[src/rtl/tsw_pkg.sv]
package tsw_pkg;

    // field and store widths
    localparam int SIDE_W   = 9;
    localparam int MAX_SIDE = 256;
    localparam int X_W      = $clog2(MAX_SIDE);
    localparam int FRAC_W   = 16;
    localparam int PROD_W   = FRAC_W + SIDE_W;
    localparam int ADDR_W   = 16;
    localparam int STORE_DEPTH = 1 << ADDR_W;
    localparam int TEX_W    = 24;
    localparam int CH_W     = 8;
    localparam int OUT_W    = 16;
    localparam int WB       = 8;
    localparam int WGT_W    = 2 * WB + 1;
    localparam int PW       = WGT_W + CH_W;
    localparam int SH       = 2 * WB - 8;
    localparam int ACC_W    = WGT_W + CH_W + 2;
    localparam int CORNERS  = 4;

    // register indexes
    localparam logic [1:0] CFG_WIDTH  = 2'd0;
    localparam logic [1:0] CFG_HEIGHT = 2'd1;
    localparam logic [1:0] CFG_FILTER = 2'd2;

    // item kinds
    localparam logic KIND_LOAD   = 1'b0;
    localparam logic KIND_SAMPLE = 1'b1;

    // filter modes
    localparam logic MODE_NEAREST  = 1'b0;
    localparam logic MODE_BILINEAR = 1'b1;

    // white for an empty texture
    localparam logic [OUT_W-1:0] WHITE = 16'hFF00;

    typedef struct packed {
        logic [SIDE_W-1:0] w;
        logic [SIDE_W-1:0] h;
        logic              mode;
    } t_cfg;

    typedef struct packed {
        logic              vld;
        logic              smp;
        logic [ADDR_W-1:0] idx;
        logic [TEX_W-1:0]  rgb;
        logic [FRAC_W-1:0] fs;
        logic [FRAC_W-1:0] ft;
    } t_in;

    typedef struct packed {
        logic                            vld;
        logic                            smp;
        logic                            blank;
        logic [ADDR_W-1:0]               idx;
        logic [TEX_W-1:0]                rgb;
        logic [X_W-1:0]                  x0;
        logic [X_W-1:0]                  x1;
        logic [ADDR_W-1:0]               row0;
        logic [ADDR_W-1:0]               row1;
        logic [CORNERS-1:0][WGT_W-1:0]   wt;
    } t_req;

    typedef struct packed {
        logic                            vld;
        logic                            blank;
        logic [CORNERS-1:0][TEX_W-1:0]   tex;
        logic [CORNERS-1:0][WGT_W-1:0]   wt;
    } t_tex;

    // clamp a side register to the largest supported side
    function automatic logic [SIDE_W-1:0] side_sat(input logic [SIDE_W-1:0] v);
        logic [SIDE_W-1:0] r;
        r = (v > SIDE_W'(MAX_SIDE)) ? SIDE_W'(MAX_SIDE) : v;
        return r;
    endfunction

endpackage

[src/rtl/tsw_blend.sv]
module tsw_blend (
    input  logic                       i_clk,
    input  logic                       i_rst_n,
    input  logic                       i_en,
    input  tsw_pkg::t_tex              i_tex,
    output logic                       o_vld,
    output logic [3*tsw_pkg::OUT_W-1:0] o_rgb
);

    // stage e: weight times channel for every corner
    logic [tsw_pkg::CORNERS-1:0][2:0][tsw_pkg::PW-1:0] r_p;
    logic r_e_vld, r_e_blank;

    always_ff @(posedge i_clk) begin
        if (!i_rst_n) begin
            r_e_vld <= 1'b0;
        end else if (i_en) begin
            r_e_vld <= i_tex.vld;
        end
        if (i_en) begin
            r_e_blank <= i_tex.blank;
            for (int k = 0; k < tsw_pkg::CORNERS; k++) begin
                for (int c = 0; c < 3; c++) begin
                    r_p[k][c] <= tsw_pkg::PW'(i_tex.wt[k]) *
                                 tsw_pkg::PW'(i_tex.tex[k][tsw_pkg::CH_W*(2-c) +: tsw_pkg::CH_W]);
                end
            end
        end
    end

    // stage f: sum, round half up, drop to 8.8
    logic [2:0][tsw_pkg::ACC_W-1:0] n_acc;
    logic [3*tsw_pkg::OUT_W-1:0]    n_rgb;

    always_comb begin
        for (int c = 0; c < 3; c++) begin
            n_acc[c] = tsw_pkg::ACC_W'(r_p[0][c]) + tsw_pkg::ACC_W'(r_p[1][c]) +
                       tsw_pkg::ACC_W'(r_p[2][c]) + tsw_pkg::ACC_W'(r_p[3][c]);
            if (tsw_pkg::SH > 0) begin
                n_acc[c] = (n_acc[c] + tsw_pkg::ACC_W'(1 << (tsw_pkg::SH - 1)))
                           >> tsw_pkg::SH;
            end
            n_rgb[c*tsw_pkg::OUT_W +: tsw_pkg::OUT_W] = r_e_blank ? tsw_pkg::WHITE :
                n_acc[c][tsw_pkg::OUT_W-1:0];
        end
    end

    always_ff @(posedge i_clk) begin
        if (!i_rst_n) begin
            o_vld <= 1'b0;
        end else if (i_en) begin
            o_vld <= r_e_vld;
        end
        if (i_en) begin
            o_rgb <= n_rgb;
        end
    end

endmodule

[config.mk]
export PLATFORM = sky130hd
export DESIGN_NAME = tsw_blend
export DESIGN_NICKNAME = d
export VERILOG_FILES = /design/src/rtl/tsw_pkg.sv /design/src/rtl/tsw_blend.sv
export SDC_FILE = /design/constraint.sdc
export NUM_CORES = 2
export LEC_CHECK = 0
export CAP_MARGIN = 0
export CELL_PAD_IN_SITES_DETAIL_PLACEMENT = 0
export CELL_PAD_IN_SITES_GLOBAL_PLACEMENT = 2
export CORE_UTILIZATION = 44
export CTS_BUF_LIST = sky130_fd_sc_hd__clkbuf_16
export CTS_CLUSTER_DIAMETER = 80
export DETAILED_ROUTE_END_ITERATION = 12
export DONT_BUFFER_PORTS = 1
export GPL_TIMING_DRIVEN = 1
export PLACE_DENSITY = 0.84
export SYNTH_ARGS = -nofsm -noshare
export SYNTH_HDL_FRONTEND = slang
export SYNTH_SLANG_ARGS = --single-unit
[constraint.sdc]
create_clock -name i_clk -period 6.5 [get_ports i_clk]
set_input_delay 0.325 -clock i_clk [delete_from_list [all_inputs] [get_ports i_clk]]
set_output_delay 0.325 -clock i_clk [all_outputs]
set_load 0.05 [all_outputs]
==> Word level (Yosys, flattened, before mapping) <==
Cells that the tools add are included.
{ "classes": {"addsub": 12, "mul": 12, "div_mod_pow": 0, "order_cmp": 0, "eq_ne": 0, "n_shift": 0, "mux": 0, "bitwise": 0, "reduce_logical": 0} }
{ "ops": {"columns": ["op", "n"], "rows": [
  ["17-bit by 8-bit multiplier with 24-bit output", 12],
  ["24-bit adder", 9],
  ["24-bit by 8-bit adder with 24-bit output (second input constant)", 3]
]} }
{ "totals": {"ff_bits": 339, "latch_bits": 0, "ram_bits": 0, "mem_bits_ro": 0, "input_bits": 169, "out_inout_bits": 49, "wordCells": 40, "memories": 0} }

==> Longest topological paths before layout <==
{ "depth": {"ltp_word": 4, "ltp_mapped": 20} }

==> Least setup slack after synthesis <==
No wires, ideal clock.
{ "synth_path": {"kind": "in2reg", "startpoint": "input port i_tex[135] (netlist bit)", "endpoint": "register r_p[173] (netlist bit), data pin", "setup_time_ns": 0.260, "arrival_ns": 4.576, "required_ns": 6.240, "path_slack_ns": 1.664, "stages": 17, "path_buffers": 1, "path_cell_list": "clkbuf_1 and2_1 fa_1 fa_1 fa_1 inv_1 fa_1 inv_1 ha_1 and3_1 and3_1 a21oi_1 a31oi_1 a221o_1 a221o_1 a21oi_1 xnor2_1"} }
{ "synth_via": {"elab_chain_len": 1} }
{ "synth_rtl": {"columns": ["element", "line_no", "source"], "rows": [
  ["start, declared", "tsw_blend.sv:5", "input tsw_pkg::t_tex i_tex,"],
  ["17-bit by 8-bit multiplier with 24-bit output", "tsw_blend.sv:24", "r_p[k][c] <= tsw_pkg::PW'(i_tex.wt[k]) *"],
  ["end signal, assigned by index", "tsw_blend.sv:24", null],
  ["end, declared", "tsw_blend.sv:11", "logic [tsw_pkg::CORNERS-1:0][2:0][tsw_pkg::PW-1:0] r_p;"]
]} }
No other way between the ends.
A chain may end at the register's enable or synchronous reset.

==> Worst setup path in the final report <==
{ "layout_path": {"startpoint": "input port i_tex[57] (netlist bit)", "endpoint": "register r_p[294] (netlist bit), data pin"} }
The elaborated chain is that of the path after synthesis.

==> metrics.md <==
| Metric | Value |
|---|---|
| Status | `complete, no violations` |
| GP Congestion | `0.885` |
| Root Driver | `clkbuf_16` |
| Antenna-violating nets left | `0` |
| Worst Setup End Kind | `flop` |
| Number of flops mapped to enable cells by yosys | `337` |
| R2R depth | `13` |
| Mapped Nets | `8678` |
| Setup TNS | `0 ns` |
| RSZ-0062 raised after global routing | `false` |
| First-pass iteration count of the detailed router | `5` |
| Post-detail-place hpwl | `138000 um` |
| Max-slew violation count | `0` |
| Register area share after synthesis | `0.154` |
| Layout cells sized above 1 | `0.0162` |
| Setup Skew | `0.0271 ns` |
| Mapped cell area | `0.0662 mm^2` |
| Slew HR | `0.178` |
| Top FF cell, synth | `edfxtp_1` |
| Hold depth | `2` |
| Synth area leader | `fa_1` |
| Reg2reg start | `r_p[180]` |
| Yosys warns | `0` |
| Hold path startpoint | `i_tex[76]` |
| Hold Fails Final Rpt | `0` |
| Final-stage net count | `8515` |
| #FFs+latches synth | `339` |
| Cell count after placement | `8434` |
| Leading post-synthesis cells by cell area | `fa_1, edfxtp_1, and2_1` |
| Unique cell type count in the Yosys netlist | `74` |
| Die area | `0.152 mm^2` |
| Fmax | `223 MHz` |
| Via Count | `44237` |
| Drt wl/cell | `20.6 um` |
| Commonest non-fill, non-tap cell in the layout | `and2_1` |
| Startpoint Class | `primary input` |
| First-pass GRT wire length | `279000 um` |
| Largest net degree at the start of global routing | `304` |
| Most frequent CP cell | `fa_1` |
| Critical Path Source | `i_tex[57]` |
| Fin crit share | `0.688` |
| Post-Layout Cell Count | `8548` |
| Die height | `390 um` |
| Met2 wire len | `82600 um` |
| Crit path time final | `4.47 ns` |
| Clock sinks | `339` |
| CP top delay family | `adder cells` |
| Top Ports | `218` |
| Post-CTS Setup Inserts | `0` |
| Post-synth top area share | `0.364` |
| Horiz. Die Dim | `390 um` |
| Slowest library cell on the worst path | `fa_1` |
| Mean Syn Cell Area | `9.92 um^2` |
| # Max-Cap Violations | `0` |
| Worst slew pin tran | `1.23 ns` |
| Initial Util | `0.445` |
| Core Area | `0.149 mm^2` |
| Initial antenna violation count | `9` |
| # DRC | `0` |
| R2R Setup Slk | `2.04 ns` |
| Post-Synthesis Cells | `6667` |
| Crit path arrival time | `4.85 ns` |
| Num rows | `141` |
| WL met1 | `79200 um` |
| Final setup fails | `0` |
| Met3 wire len | `9670 um` |
| Buf/Inv on CP | `2` |
| Clk slew on worst S/H paths | `0.06 ns` |
| Detailed-route vias per instance | `5.18` |
| WL final | `176000 um` |
| Hold path endpoint | `r_p[26]` |
| TritonCTS clock tree | `done` |
| Worst-path cell chain | `and2_1 > fa_1 > fa_1 > fa_1 > inv_1 > fa_1 > inv_1 > ha_1 > and3_1 > a21boi_0 > o21ai_0 > a211oi_1 > o2111ai_1 > a31oi_1 > xor2_1` |
| CP Class | `in2reg` |
| Vias in the first global route | `47851` |
| Critical Path Fanout Max | `24` |
| GRT overflow | `0` |
| Min-delay worst type | `in2reg` |
| Synth-to-Final Area Change | `5.21%` |
| Most frequent cells in the layout | `and2_1, inv_1, fa_1, ha_1, nand2_1` |
| Gr usage total | `0.239` |
| CP max stage delay | `0.53 ns` |
| Max layer used | `met5` |
| Req. time, crit path | `6.88 ns` |
| CTS H-tree lvls | `2` |
| Buffers on Ports | `0` |
| CTS Buf Count | `46` |
| Bufs on Longest Clock Path | `3` |
| Reg-to-reg endpoint | `o_rgb[29]` |
| 1st-iter DRT viols | `2267` |
| Worst-Skew Late Latency | `0.62 ns` |
| Asr flop ratio synth | `0` |
state kept, by name, indices dropped and copies added (netlist names):
register and count:
o_rgb 48, o_vld 1, r_e_blank 1, r_e_vld 1, r_p 288
cell type report:
| type | instances | area, um^2 |
|---|---|---|
| Fill cell | 14149 | 78900 |
| Multi-Input combinational cell | 4852 | 50500 |
| Sequential cell | 339 | 10200 |
| Inverter | 1238 | 4650 |
| Tap cell | 2002 | 2500 |
| Clock buffer | 49 | 1230 |
| Clock inverter | 35 | 322 |
| Timing Repair Buffer | 27 | 273 |
| Antenna cell | 6 | 15.0 |
metrics by stage:
| step | util | instance area [um^2] | hold WS, ns | worst slack [ns] |
|---|---|---|---|---|
| after floorplan | - | 66200 | 0.424 | 1.66 |
| after global placement | 0.456 | 67800 | 0.424 | 1.54 |
| after detailed placement | 0.456 | 67800 | 0.424 | 1.49 |
| after CTS | 0.469 | 69600 | 0.00134 | 1.99 |
| after global routing | 0.469 | 69600 | 0.0118 | 1.72 |
| final | 0.469 | 69600 | 0.0441 | 2.03 |
worst max-delay path by stage:
stage                end  slack, ns  depth (start not counted)
2_1_floorplan   r_p[173]       1.66                         17
3_3_place_gp    r_p[272]       1.54                         17
3_5_place_dp     r_p[23]       1.49                         16
4_1_cts        o_rgb[28]       1.99                         14
5_1_grt        o_rgb[31]       1.72                         13
6_report        r_p[294]       2.03                         15
worst reg2reg max path: stages, from the launching register on:
cell       delay (ns)
edfxtp_1         0.50
fa_1             0.55
fa_1             0.43
ha_1             0.29
ha_1             0.26
o21ai_0          0.07
o2bb2ai_1        0.17
nor3_1           0.55
nor4b_4          0.12
o31ai_1          0.52
nand2_1          0.16
a21oi_1          0.18
xor2_1           0.08
or2_2            0.30
routing by layer:
metal / global-route usage / vias up
met3: 0.0401 / 192
met4: 0.0585 / 2
met1: 0.328 / 22852
met5: 0 / -
li1: - / 20233
met2: 0.395 / 958
logic make-up after synthesis:
logic type      Yosys count  share of synthesized area
mux                       7                    0.00108
simple gates           2129                      0.180
xor+xnor                307                     0.0406
flops                   339                      0.154
fa+ha+maj              1842                      0.485
compound gates          567                     0.0558
buf+inv                1476                     0.0837
Yosys cell counts (14+ instances only):
cell,number
nand2_1,382
nand2b_1,41
clkbuf_1,238
edfxtp_1,337
a31oi_1,25
a211oi_1,14
o21ai_0,89
and3_1,27
xnor2_1,216
nor2b_1,43
nand3_1,40
o21bai_1,17
o21a_1,24
and2_1,1337
ha_1,639
a21o_1,117
fa_1,1203
nor3_1,43
a21oi_1,179
nand4_1,16
nor2_1,152
xor2_1,91
inv_1,1238
timing repair:
item / CTS / global route
hold buffers: 24 / 0
hold endpoints to repair: 41 / 0
gates resized for setup: 0 / 0
Power is not shown: default switching activity piles up to over one toggle a cycle in this logic, so the estimate is an artifact.
