===== src/rtl/tsw_pkg.sv =====
package tsw_pkg;

    // field and store widths
    localparam int SIDE_W   = 9;
    localparam int MAX_SIDE = 256;
    localparam int X_W      = $clog2(MAX_SIDE);
    localparam int FRAC_W   = 16;
    localparam int PROD_W   = FRAC_W + SIDE_W;
    localparam int ADDR_W   = 16;
    localparam int STORE_DEPTH = 1 << ADDR_W;
    localparam int TEX_W    = 24;
    localparam int CH_W     = 8;
    localparam int OUT_W    = 16;
    localparam int WB       = 8;
    localparam int WGT_W    = 2 * WB + 1;
    localparam int PW       = WGT_W + CH_W;
    localparam int SH       = 2 * WB - 8;
    localparam int ACC_W    = WGT_W + CH_W + 2;
    localparam int CORNERS  = 4;

    // register indexes
    localparam logic [1:0] CFG_WIDTH  = 2'd0;
    localparam logic [1:0] CFG_HEIGHT = 2'd1;
    localparam logic [1:0] CFG_FILTER = 2'd2;

    // item kinds
    localparam logic KIND_LOAD   = 1'b0;
    localparam logic KIND_SAMPLE = 1'b1;

    // filter modes
    localparam logic MODE_NEAREST  = 1'b0;
    localparam logic MODE_BILINEAR = 1'b1;

    // white for an empty texture
    localparam logic [OUT_W-1:0] WHITE = 16'hFF00;

    typedef struct packed {
        logic [SIDE_W-1:0] w;
        logic [SIDE_W-1:0] h;
        logic              mode;
    } t_cfg;

    typedef struct packed {
        logic              vld;
        logic              smp;
        logic [ADDR_W-1:0] idx;
        logic [TEX_W-1:0]  rgb;
        logic [FRAC_W-1:0] fs;
        logic [FRAC_W-1:0] ft;
    } t_in;

    typedef struct packed {
        logic                            vld;
        logic                            smp;
        logic                            blank;
        logic [ADDR_W-1:0]               idx;
        logic [TEX_W-1:0]                rgb;
        logic [X_W-1:0]                  x0;
        logic [X_W-1:0]                  x1;
        logic [ADDR_W-1:0]               row0;
        logic [ADDR_W-1:0]               row1;
        logic [CORNERS-1:0][WGT_W-1:0]   wt;
    } t_req;

    typedef struct packed {
        logic                            vld;
        logic                            blank;
        logic [CORNERS-1:0][TEX_W-1:0]   tex;
        logic [CORNERS-1:0][WGT_W-1:0]   wt;
    } t_tex;

    // clamp a side register to the largest supported side
    function automatic logic [SIDE_W-1:0] side_sat(input logic [SIDE_W-1:0] v);
        logic [SIDE_W-1:0] r;
        r = (v > SIDE_W'(MAX_SIDE)) ? SIDE_W'(MAX_SIDE) : v;
        return r;
    endfunction

endpackage


===== src/rtl/tsw_coord.sv =====
module tsw_coord (
    input  logic          i_clk,
    input  logic          i_rst_n,
    input  logic          i_en,
    input  tsw_pkg::t_in  i_in,
    input  tsw_pkg::t_cfg i_cfg,
    output tsw_pkg::t_req o_req
);

    // stage a: scale fractions by the sides
    logic                           r_a_vld, r_a_smp, r_a_blank, r_a_mode;
    logic [tsw_pkg::SIDE_W-1:0]     r_a_w, r_a_h;
    logic [tsw_pkg::PROD_W-1:0]     r_a_ps, r_a_pt;
    logic [tsw_pkg::ADDR_W-1:0]     r_a_idx;
    logic [tsw_pkg::TEX_W-1:0]      r_a_rgb;
    logic [tsw_pkg::SIDE_W-1:0]     n_w, n_h;

    assign n_w = tsw_pkg::side_sat(i_cfg.w);
    assign n_h = tsw_pkg::side_sat(i_cfg.h);

    always_ff @(posedge i_clk) begin
        if (!i_rst_n) begin
            r_a_vld <= 1'b0;
        end else if (i_en) begin
            r_a_vld <= i_in.vld;
        end
        if (i_en) begin
            r_a_smp   <= i_in.smp;
            r_a_blank <= (n_w == '0) || (n_h == '0);
            r_a_mode  <= i_cfg.mode;
            r_a_w     <= n_w;
            r_a_h     <= n_h;
            r_a_ps    <= tsw_pkg::PROD_W'(i_in.fs) * tsw_pkg::PROD_W'(n_w);
            r_a_pt    <= tsw_pkg::PROD_W'(i_in.ft) * tsw_pkg::PROD_W'(n_h);
            r_a_idx   <= i_in.idx;
            r_a_rgb   <= i_in.rgb;
        end
    end

    // half texel offset with wrap into [0, size)
    function automatic logic [tsw_pkg::PROD_W-1:0] half_shift(
        input logic [tsw_pkg::PROD_W-1:0] p,
        input logic [tsw_pkg::SIDE_W-1:0] size
    );
        logic signed [tsw_pkg::PROD_W+1:0] d;
        d = $signed({2'b00, p}) - $signed((tsw_pkg::PROD_W+2)'(1 << (tsw_pkg::FRAC_W - 1)));
        if (d < 0) begin
            d = d + $signed({2'b00, size, {tsw_pkg::FRAC_W{1'b0}}});
        end
        return d[tsw_pkg::PROD_W-1:0];
    endfunction

    // stage b: integer texel positions and fractional weights
    logic [tsw_pkg::PROD_W-1:0] n_hs, n_ht;
    logic [tsw_pkg::X_W-1:0]    n_x0, n_y0, n_x1, n_y1;
    logic [tsw_pkg::WB-1:0]     n_u1, n_v1;
    logic [tsw_pkg::X_W:0]      n_xi, n_yi;

    always_comb begin
        n_hs = half_shift(r_a_ps, r_a_w);
        n_ht = half_shift(r_a_pt, r_a_h);
        if (r_a_mode == tsw_pkg::MODE_BILINEAR) begin
            n_x0 = n_hs[tsw_pkg::FRAC_W +: tsw_pkg::X_W];
            n_y0 = n_ht[tsw_pkg::FRAC_W +: tsw_pkg::X_W];
            n_u1 = n_hs[tsw_pkg::FRAC_W-1 -: tsw_pkg::WB];
            n_v1 = n_ht[tsw_pkg::FRAC_W-1 -: tsw_pkg::WB];
        end else begin
            n_x0 = r_a_ps[tsw_pkg::FRAC_W +: tsw_pkg::X_W];
            n_y0 = r_a_pt[tsw_pkg::FRAC_W +: tsw_pkg::X_W];
            n_u1 = '0;
            n_v1 = '0;
        end
        n_xi = {1'b0, n_x0} + 1'b1;
        n_yi = {1'b0, n_y0} + 1'b1;
        n_x1 = ({1'b0, n_xi} == {1'b0, r_a_w}) ? '0 : n_xi[tsw_pkg::X_W-1:0];
        n_y1 = ({1'b0, n_yi} == {1'b0, r_a_h}) ? '0 : n_yi[tsw_pkg::X_W-1:0];
    end

    logic                       r_b_vld, r_b_smp, r_b_blank;
    logic [tsw_pkg::SIDE_W-1:0] r_b_w;
    logic [tsw_pkg::X_W-1:0]    r_b_x0, r_b_x1, r_b_y0, r_b_y1;
    logic [tsw_pkg::WB-1:0]     r_b_u1, r_b_v1;
    logic [tsw_pkg::ADDR_W-1:0] r_b_idx;
    logic [tsw_pkg::TEX_W-1:0]  r_b_rgb;

    always_ff @(posedge i_clk) begin
        if (!i_rst_n) begin
            r_b_vld <= 1'b0;
        end else if (i_en) begin
            r_b_vld <= r_a_vld;
        end
        if (i_en) begin
            r_b_smp   <= r_a_smp;
            r_b_blank <= r_a_blank;
            r_b_w     <= r_a_w;
            r_b_x0    <= n_x0;
            r_b_x1    <= n_x1;
            r_b_y0    <= n_y0;
            r_b_y1    <= n_y1;
            r_b_u1    <= n_u1;
            r_b_v1    <= n_v1;
            r_b_idx   <= r_a_idx;
            r_b_rgb   <= r_a_rgb;
        end
    end

    // stage c: row offsets and corner weights
    logic [tsw_pkg::WB:0] n_u0, n_v0;
    logic [tsw_pkg::X_W+tsw_pkg::SIDE_W-1:0] n_row0, n_row1;

    assign n_u0   = (tsw_pkg::WB+1)'(1 << tsw_pkg::WB) - {1'b0, r_b_u1};
    assign n_v0   = (tsw_pkg::WB+1)'(1 << tsw_pkg::WB) - {1'b0, r_b_v1};
    assign n_row0 = (tsw_pkg::X_W+tsw_pkg::SIDE_W)'(r_b_y0) * r_b_w;
    assign n_row1 = (tsw_pkg::X_W+tsw_pkg::SIDE_W)'(r_b_y1) * r_b_w;

    tsw_pkg::t_req r_c;

    always_ff @(posedge i_clk) begin
        if (!i_rst_n) begin
            r_c.vld <= 1'b0;
        end else if (i_en) begin
            r_c.vld <= r_b_vld;
        end
        if (i_en) begin
            r_c.smp   <= r_b_smp;
            r_c.blank <= r_b_blank;
            r_c.idx   <= r_b_idx;
            r_c.rgb   <= r_b_rgb;
            r_c.x0    <= r_b_x0;
            r_c.x1    <= r_b_x1;
            r_c.row0  <= n_row0[tsw_pkg::ADDR_W-1:0];
            r_c.row1  <= n_row1[tsw_pkg::ADDR_W-1:0];
            r_c.wt[0] <= tsw_pkg::WGT_W'(n_u0) * tsw_pkg::WGT_W'(n_v0);
            r_c.wt[1] <= tsw_pkg::WGT_W'(r_b_u1) * tsw_pkg::WGT_W'(n_v0);
            r_c.wt[2] <= tsw_pkg::WGT_W'(r_b_u1) * tsw_pkg::WGT_W'(r_b_v1);
            r_c.wt[3] <= tsw_pkg::WGT_W'(n_u0) * tsw_pkg::WGT_W'(r_b_v1);
        end
    end

    assign o_req = r_c;

endmodule


===== config.mk =====
export PLATFORM = sky130hd
export DESIGN_NAME = tsw_coord
export DESIGN_NICKNAME = d
export VERILOG_FILES = /design/src/rtl/tsw_pkg.sv /design/src/rtl/tsw_coord.sv
export SDC_FILE = /design/constraint.sdc
export NUM_CORES = 2
export LEC_CHECK = 0
export BUFFER_PORTS_ARGS = -buffer_cell sky130_fd_sc_hd__clkbuf_2
export CORE_MARGIN = 2
export CORE_UTILIZATION = 25
export CTS_CLUSTER_SIZE = 8
export DETAILED_ROUTE_END_ITERATION = 7
export GPL_TIMING_DRIVEN = 0
export PLACE_DENSITY = 0.45
export SLEW_MARGIN = 20
export SYNTH_ARGS = -nofsm -noshare
export SYNTH_HDL_FRONTEND = slang
export SYNTH_SLANG_ARGS = --single-unit

===== constraint.sdc =====
create_clock -name i_clk -period 6 [get_ports i_clk]
set_clock_uncertainty 0.05 [all_clocks]
set_input_delay 0.6 -clock i_clk [delete_from_list [all_inputs] [get_ports i_clk]]
set_output_delay 0.6 -clock i_clk [all_outputs]
set_load 0.1 [all_outputs]

[Yosys cells after proc, flatten, opt, wreduce, memory -nomap -nowiden]
Index checks and enable logic that the tools add are counted.
Word-level totals
  flip-flop bits (word level): 370
  bits of input ports: 96
  output and inout bits: 159
  logic and storage cells: 66
Cells by class
  add/sub/neg operators: 8
  multiply operators: 8
  magnitude comparators: 4
  equality and inequality tests: 2
  muxes and demuxes: 6
  reduce and logical (&&, ||, !) cells: 3
Operator list (count)
  $lt A26 B1 Y1 const B: 2
  $sub A25 B16 Y26 const B: 2
  $mul A16 B9 Y25: 2
  $add A24 B24 Y24: 2
  $mux W24: 2
  $mul A8 B9 Y16: 2
  $add A8 B1 Y9 const B: 2
  $eq A9 B9 Y1: 2
  $gt A9 B9 Y1 const B: 2
  $logic_not A9 Y1: 2
  $mux W9: 2
  $sub A9 B8 Y9 const A: 2
  $mul A8 B9 Y17: 1
  $mul A9 B8 Y17: 1
  $mul A9 B9 Y17: 1
  $mul A8 B8 Y16: 1
  $mux W8: 2
  $logic_or A1 B1 Y1: 1

[Depth between registers and ports, before layout]
  word-level depth: 6
  gate-level depth with buffers: 25
  gate-level depth less buffers: 24

[Worst setup path before layout]
OpenSTA, ideal clock, no wires.
  kind: in2reg
  start: input i_cfg[9] (netlist name)
  end: register r_a_pt[24] (netlist name) (data pin)
  library setup time: 260 ps
  arrival time: 5700 ps
  required time: 5690 ps
  setup slack: -9 ps
  stages: 22
  path buffers: 3
  cells stage by stage: clkbuf_1 > clkbuf_1 > nor2b_1 > clkbuf_1 > nand2_1 > fa_1 > inv_1 > fa_1 > fa_1 > inv_1 > fa_1 > inv_1 > ha_1 > nand2_1 > o41a_1 > and3_1 > o21ai_0 > o41a_1 > o211a_1 > o21a_1 > nor2_1 > xnor2_1
On the way
  word-level cells in the longest chain between the ends: 3
Ends and longest elaborated chain
  start, declared: RTL line tsw_coord.sv:6  | input tsw_pkg::t_cfg i_cfg,
  $gt A9 B9 Y1: RTL line tsw_pkg.sv:75  | r = (v > SIDE_W'(MAX_SIDE)) ? SIDE_W'(MAX_SIDE) : v;
  $mux W9: RTL line tsw_pkg.sv:75
  net n_h, one bit: RTL line tsw_coord.sv:16  | logic [tsw_pkg::SIDE_W-1:0] n_w, n_h;
  $mul A16 B9 Y25: RTL line tsw_coord.sv:34  | r_a_pt <= tsw_pkg::PROD_W'(i_in.ft) * tsw_pkg::PROD_W'(n_h);
  end signal, assigned: RTL line tsw_coord.sv:34
  end, declared: RTL line tsw_coord.sv:13  | logic [tsw_pkg::PROD_W-1:0] r_a_ps, r_a_pt;
The timed path passes the listed nets, and every way through them passes these cells.
A chain may end at the register's enable or synchronous reset.

[Worst setup path in the final report]
  start: register r_b_u1[0] (netlist name)
  end: register r_c (netlist bit o_req[67]) (data pin)
On the way
  word-level cells in the longest chain between the ends: 2
Ends and longest elaborated chain
  start, declared: RTL line tsw_coord.sv:82  | logic [tsw_pkg::WB-1:0] r_b_u1, r_b_v1;
  start signal, assigned: RTL line tsw_coord.sv:100  | r_b_u1 <= n_u1;
  $sub A9 B8 Y9: RTL line tsw_coord.sv:111  | assign n_u0 = (tsw_pkg::WB+1)'(1 << tsw_pkg::WB) - {1'b0, r_b_u1};
  $mul A9 B8 Y17: RTL line tsw_coord.sv:136  | r_c.wt[3] <= tsw_pkg::WGT_W'(n_u0) * tsw_pkg::WGT_W'(r_b_v1);
  end, declared: RTL line tsw_coord.sv:116  | tsw_pkg::t_req r_c;
Every way passes these cells.

==> results.json <==
{
  "place_inst": 5293,
  "antenna_found_initial": 3,
  "synth_top_family_by_area": "adder cells",
  "synthSimpleGateAreaFrac": 0.162,
  "routed_wl_um": 91000,
  "synth_edf_count": 348,
  "ys.flop_type": "edfxtp_1",
  "synth-xor-area-share": 0.0390,
  "grt_pass1_wl_um": 142000,
  "hp-class": "in2reg",
  "drv_slew": 0,
  "antenna_left": 0,
  "timing_worst_slew_pin_value_ns": 0.813,
  "firstDrtPassIters": 5,
  "drt_iter0_drc": 1173,
  "max_clock_freq_mhz": 173,
  "nFillCells": 14288,
  "drive_above_1_share": 0.136,
  "relSlewSlack": 0.454,
  "yosys.area.top_type": "edfxtp_1",
  "grt-ovfl-total": 0,
  "yosysTopAreaCellShare": 0.302,
  "seq_area_um2": 10500,
  "period_minus_slack_ns": 5.77,
  "grt_pass1_vias": 23992,
  "fin_cells": 5391,
  "clock_path_buffers": 3,
  "grt_max_degree": 89,
  "synth_seq_area_share": 0.304,
  "cts.sinks": 351,
  "muxShareOfSynthArea": 0.00210,
  "vias": 23075,
  "synth_fp_nets": 4109,
  "hold_violations": 0,
  "core-area_um2": 137000,
  "multiInputGateArea_um2": 21900,
  "place.port_buffers": 249,
  "cts_hold_buf": 0,
  "place.gp.congestion": 0.820,
  "rsz0062_at_grt": "yes",
  "cts_tree": "built",
  "reg2regPathDepth": 21,
  "avgSynthCellArea_um2": 10.7,
  "cp-start-kind": "register",
  "worst_skew_pair.late_latency_ns": 0.63,
  "die_w_um": 376,
  "synth_common_cells": "574 x inv_1, 449 x fa_1, 403 x and2_1",
  "status": "finished clean",
  "die_h_um": 376,
  "syn_to_final_growth_pct": 16.8,
  "synth_area_leaders": "edfxtp_1 30%, fa_1 26%, ha_1 12%",
  "hold_slack_ns": 0.0980,
  "netlist_area_um2": 34600,
  "criticalPathCategory": "reg2reg",
  "final_cell_area_um2": 40400,
  "synth-compound-area-share": 0.0443,
  "synth_fa_ha_area_frac": 0.375,
  "end_kind": "register",
  "clk_pin_slew_ns": 0.06,
  "numCtsBuffers": 50,
  "async_flop_share": 0,
  "floorplan.initialDensity": 0.252,
  "maxCapViolations": 0,
  "netlist_instances": 3246,
  "placed_area_um2": 38200,
  "nets": 4447,
  "ioPinCount": 255,
  "routed_via_density": 4.28,
  "drc": 0,
  "synthDistinctLibCells": 80,
  "holdPathStages": 1,
  "crit_fanout": 10,
  "setup_viol": 0,
  "ys_seq_elements": 351,
  "num_rows": 136,
  "dp_hpwl_um": 71300,
  "fin_crit_sh": 0.962,
  "yosys_warnings": 0,
  "arrival_ns": 6.07,
  "cts_root_buf": "clkbuf_16",
  "track_usage": 0.129,
  "avgRoutedWirePerCell_um": 16.9,
  "dieArea_um2": 141000,
  "synth.most_common_cell": "inv_1",
  "cp_data_required_time_ns": 6.30,
  "htree_levels": 2
}
-- worst max-delay path, stage by stage (launching register included) --
cell      delay, ns
edfxtp_1       0.48
inv_2          0.15
ha_4           0.16
nand2_4        0.06
or3_4          0.39
nor3_4         0.26
buf_8          0.18
and2_1         0.16
fa_1           0.39
inv_1          0.07
fa_1           0.44
fa_1           0.59
fa_1           0.43
inv_1          0.07
ha_2           0.29
and2_1         0.16
o21ai_2        0.12
o31ai_2        0.09
or4_1          0.50
a41o_1         0.26
a21oi_2        0.13
xnor2_1        0.07
-- metal layers --
| layer | part of all wire | vias to the layer above | global-route usage |
|---|---|---|---|
| met5 | 0.00023 | - | 0 |
| met1 | 0.49 | 11465 | 0.185 |
| met4 | 0.020 | 4 | 0.0287 |
| li1 | - | 11044 | - |
| met3 | 0.061 | 91 | 0.0276 |
| met2 | 0.43 | 471 | 0.199 |
-- worst paths after layout --
check / start / endpoint / slack, ns
hold / removal: i_cfg[0] / r_a_mode / 0.1
setup reg to reg: r_b_u1[0] / o_req[67] / 0.23
hold reg to reg: r_b_blank / o_req[156] / 0.36
setup / recovery: r_b_u1[0] / o_req[67] / 0.23
-- stage by stage --
step	setup slack (ns)	setup TNS, ns	util
2_1_floorplan	0.0408	0	-
3_3_place_gp	-2.20	-738.88	0.277
3_5_place_dp	-1.56	-41.75	0.278
4_1_cts	0.0181	0	0.291
5_1_grt	-0.0158	-0.0247	0.294
6_report	0.230	0	0.294
-- layout make-up --
type	instances	area share
Multi-Input combinational cell	2219	0.543
Sequential cell	351	0.260
Tap cell	1794	0.0556
Inverter	575	0.0534
Timing Repair Buffer	293	0.0413
Clock buffer	61	0.0327
Buffer	94	0.0128
Clock inverter	3	0.00139
Antenna cell	1	0.0000620
-- state kept, by name, summed over array words and instances (netlist names), 8 cells and up --
signal	flops
r_a_idx	16
r_b_y0	8
r_a_rgb	24
r_b_u1	8
r_b_x0	8
r_a_pt	17
o_req	155
r_a_w	9
r_b_y1	8
r_b_idx	16
r_b_rgb	24
r_a_ps	17
r_b_w	9
r_b_v1	8
r_a_h	9
r_b_x1	8
-- cell usage in the layout (no fill, tap or decap), types with 11 or more instances in the layout --
cell,Yosys,routed
inv_1,574,570
fa_1,449,447
and2_1,403,403
edfxtp_1,348,348
nand2_1,343,341
ha_1,318,314
clkbuf_2,0,269
nor2_1,118,116
xnor2_1,102,94
a21oi_1,54,50
clkbuf_1,92,50
clkbuf_16,0,50
buf_4,4,49
xor2_1,47,43
nor3_1,41,39
o21ai_0,33,28
nand3_1,28,28
nor2b_1,39,25
o21a_1,16,16
a21o_1,15,15
nor4_1,16,13
or3_1,13,11
-- logic make-up after synthesis --
logic type / after synthesis
simple gates: 1076
fa+ha+maj: 767
buf+inv: 676
flops: 351
compound gates: 217
xor+xnor: 151
mux: 7
other cells: 1
-- repair_timing --
item | CTS | global route
endpoints found under the setup margin | 49 | 20
setup buffers | 20 | 20
endpoints found under the hold margin | 0 | 0
pin swaps | 4 | 14
resized for setup | 92 | 103
Power is not shown: default switching activity piles up to over one toggle a cycle in this logic, so the estimate is an artifact.
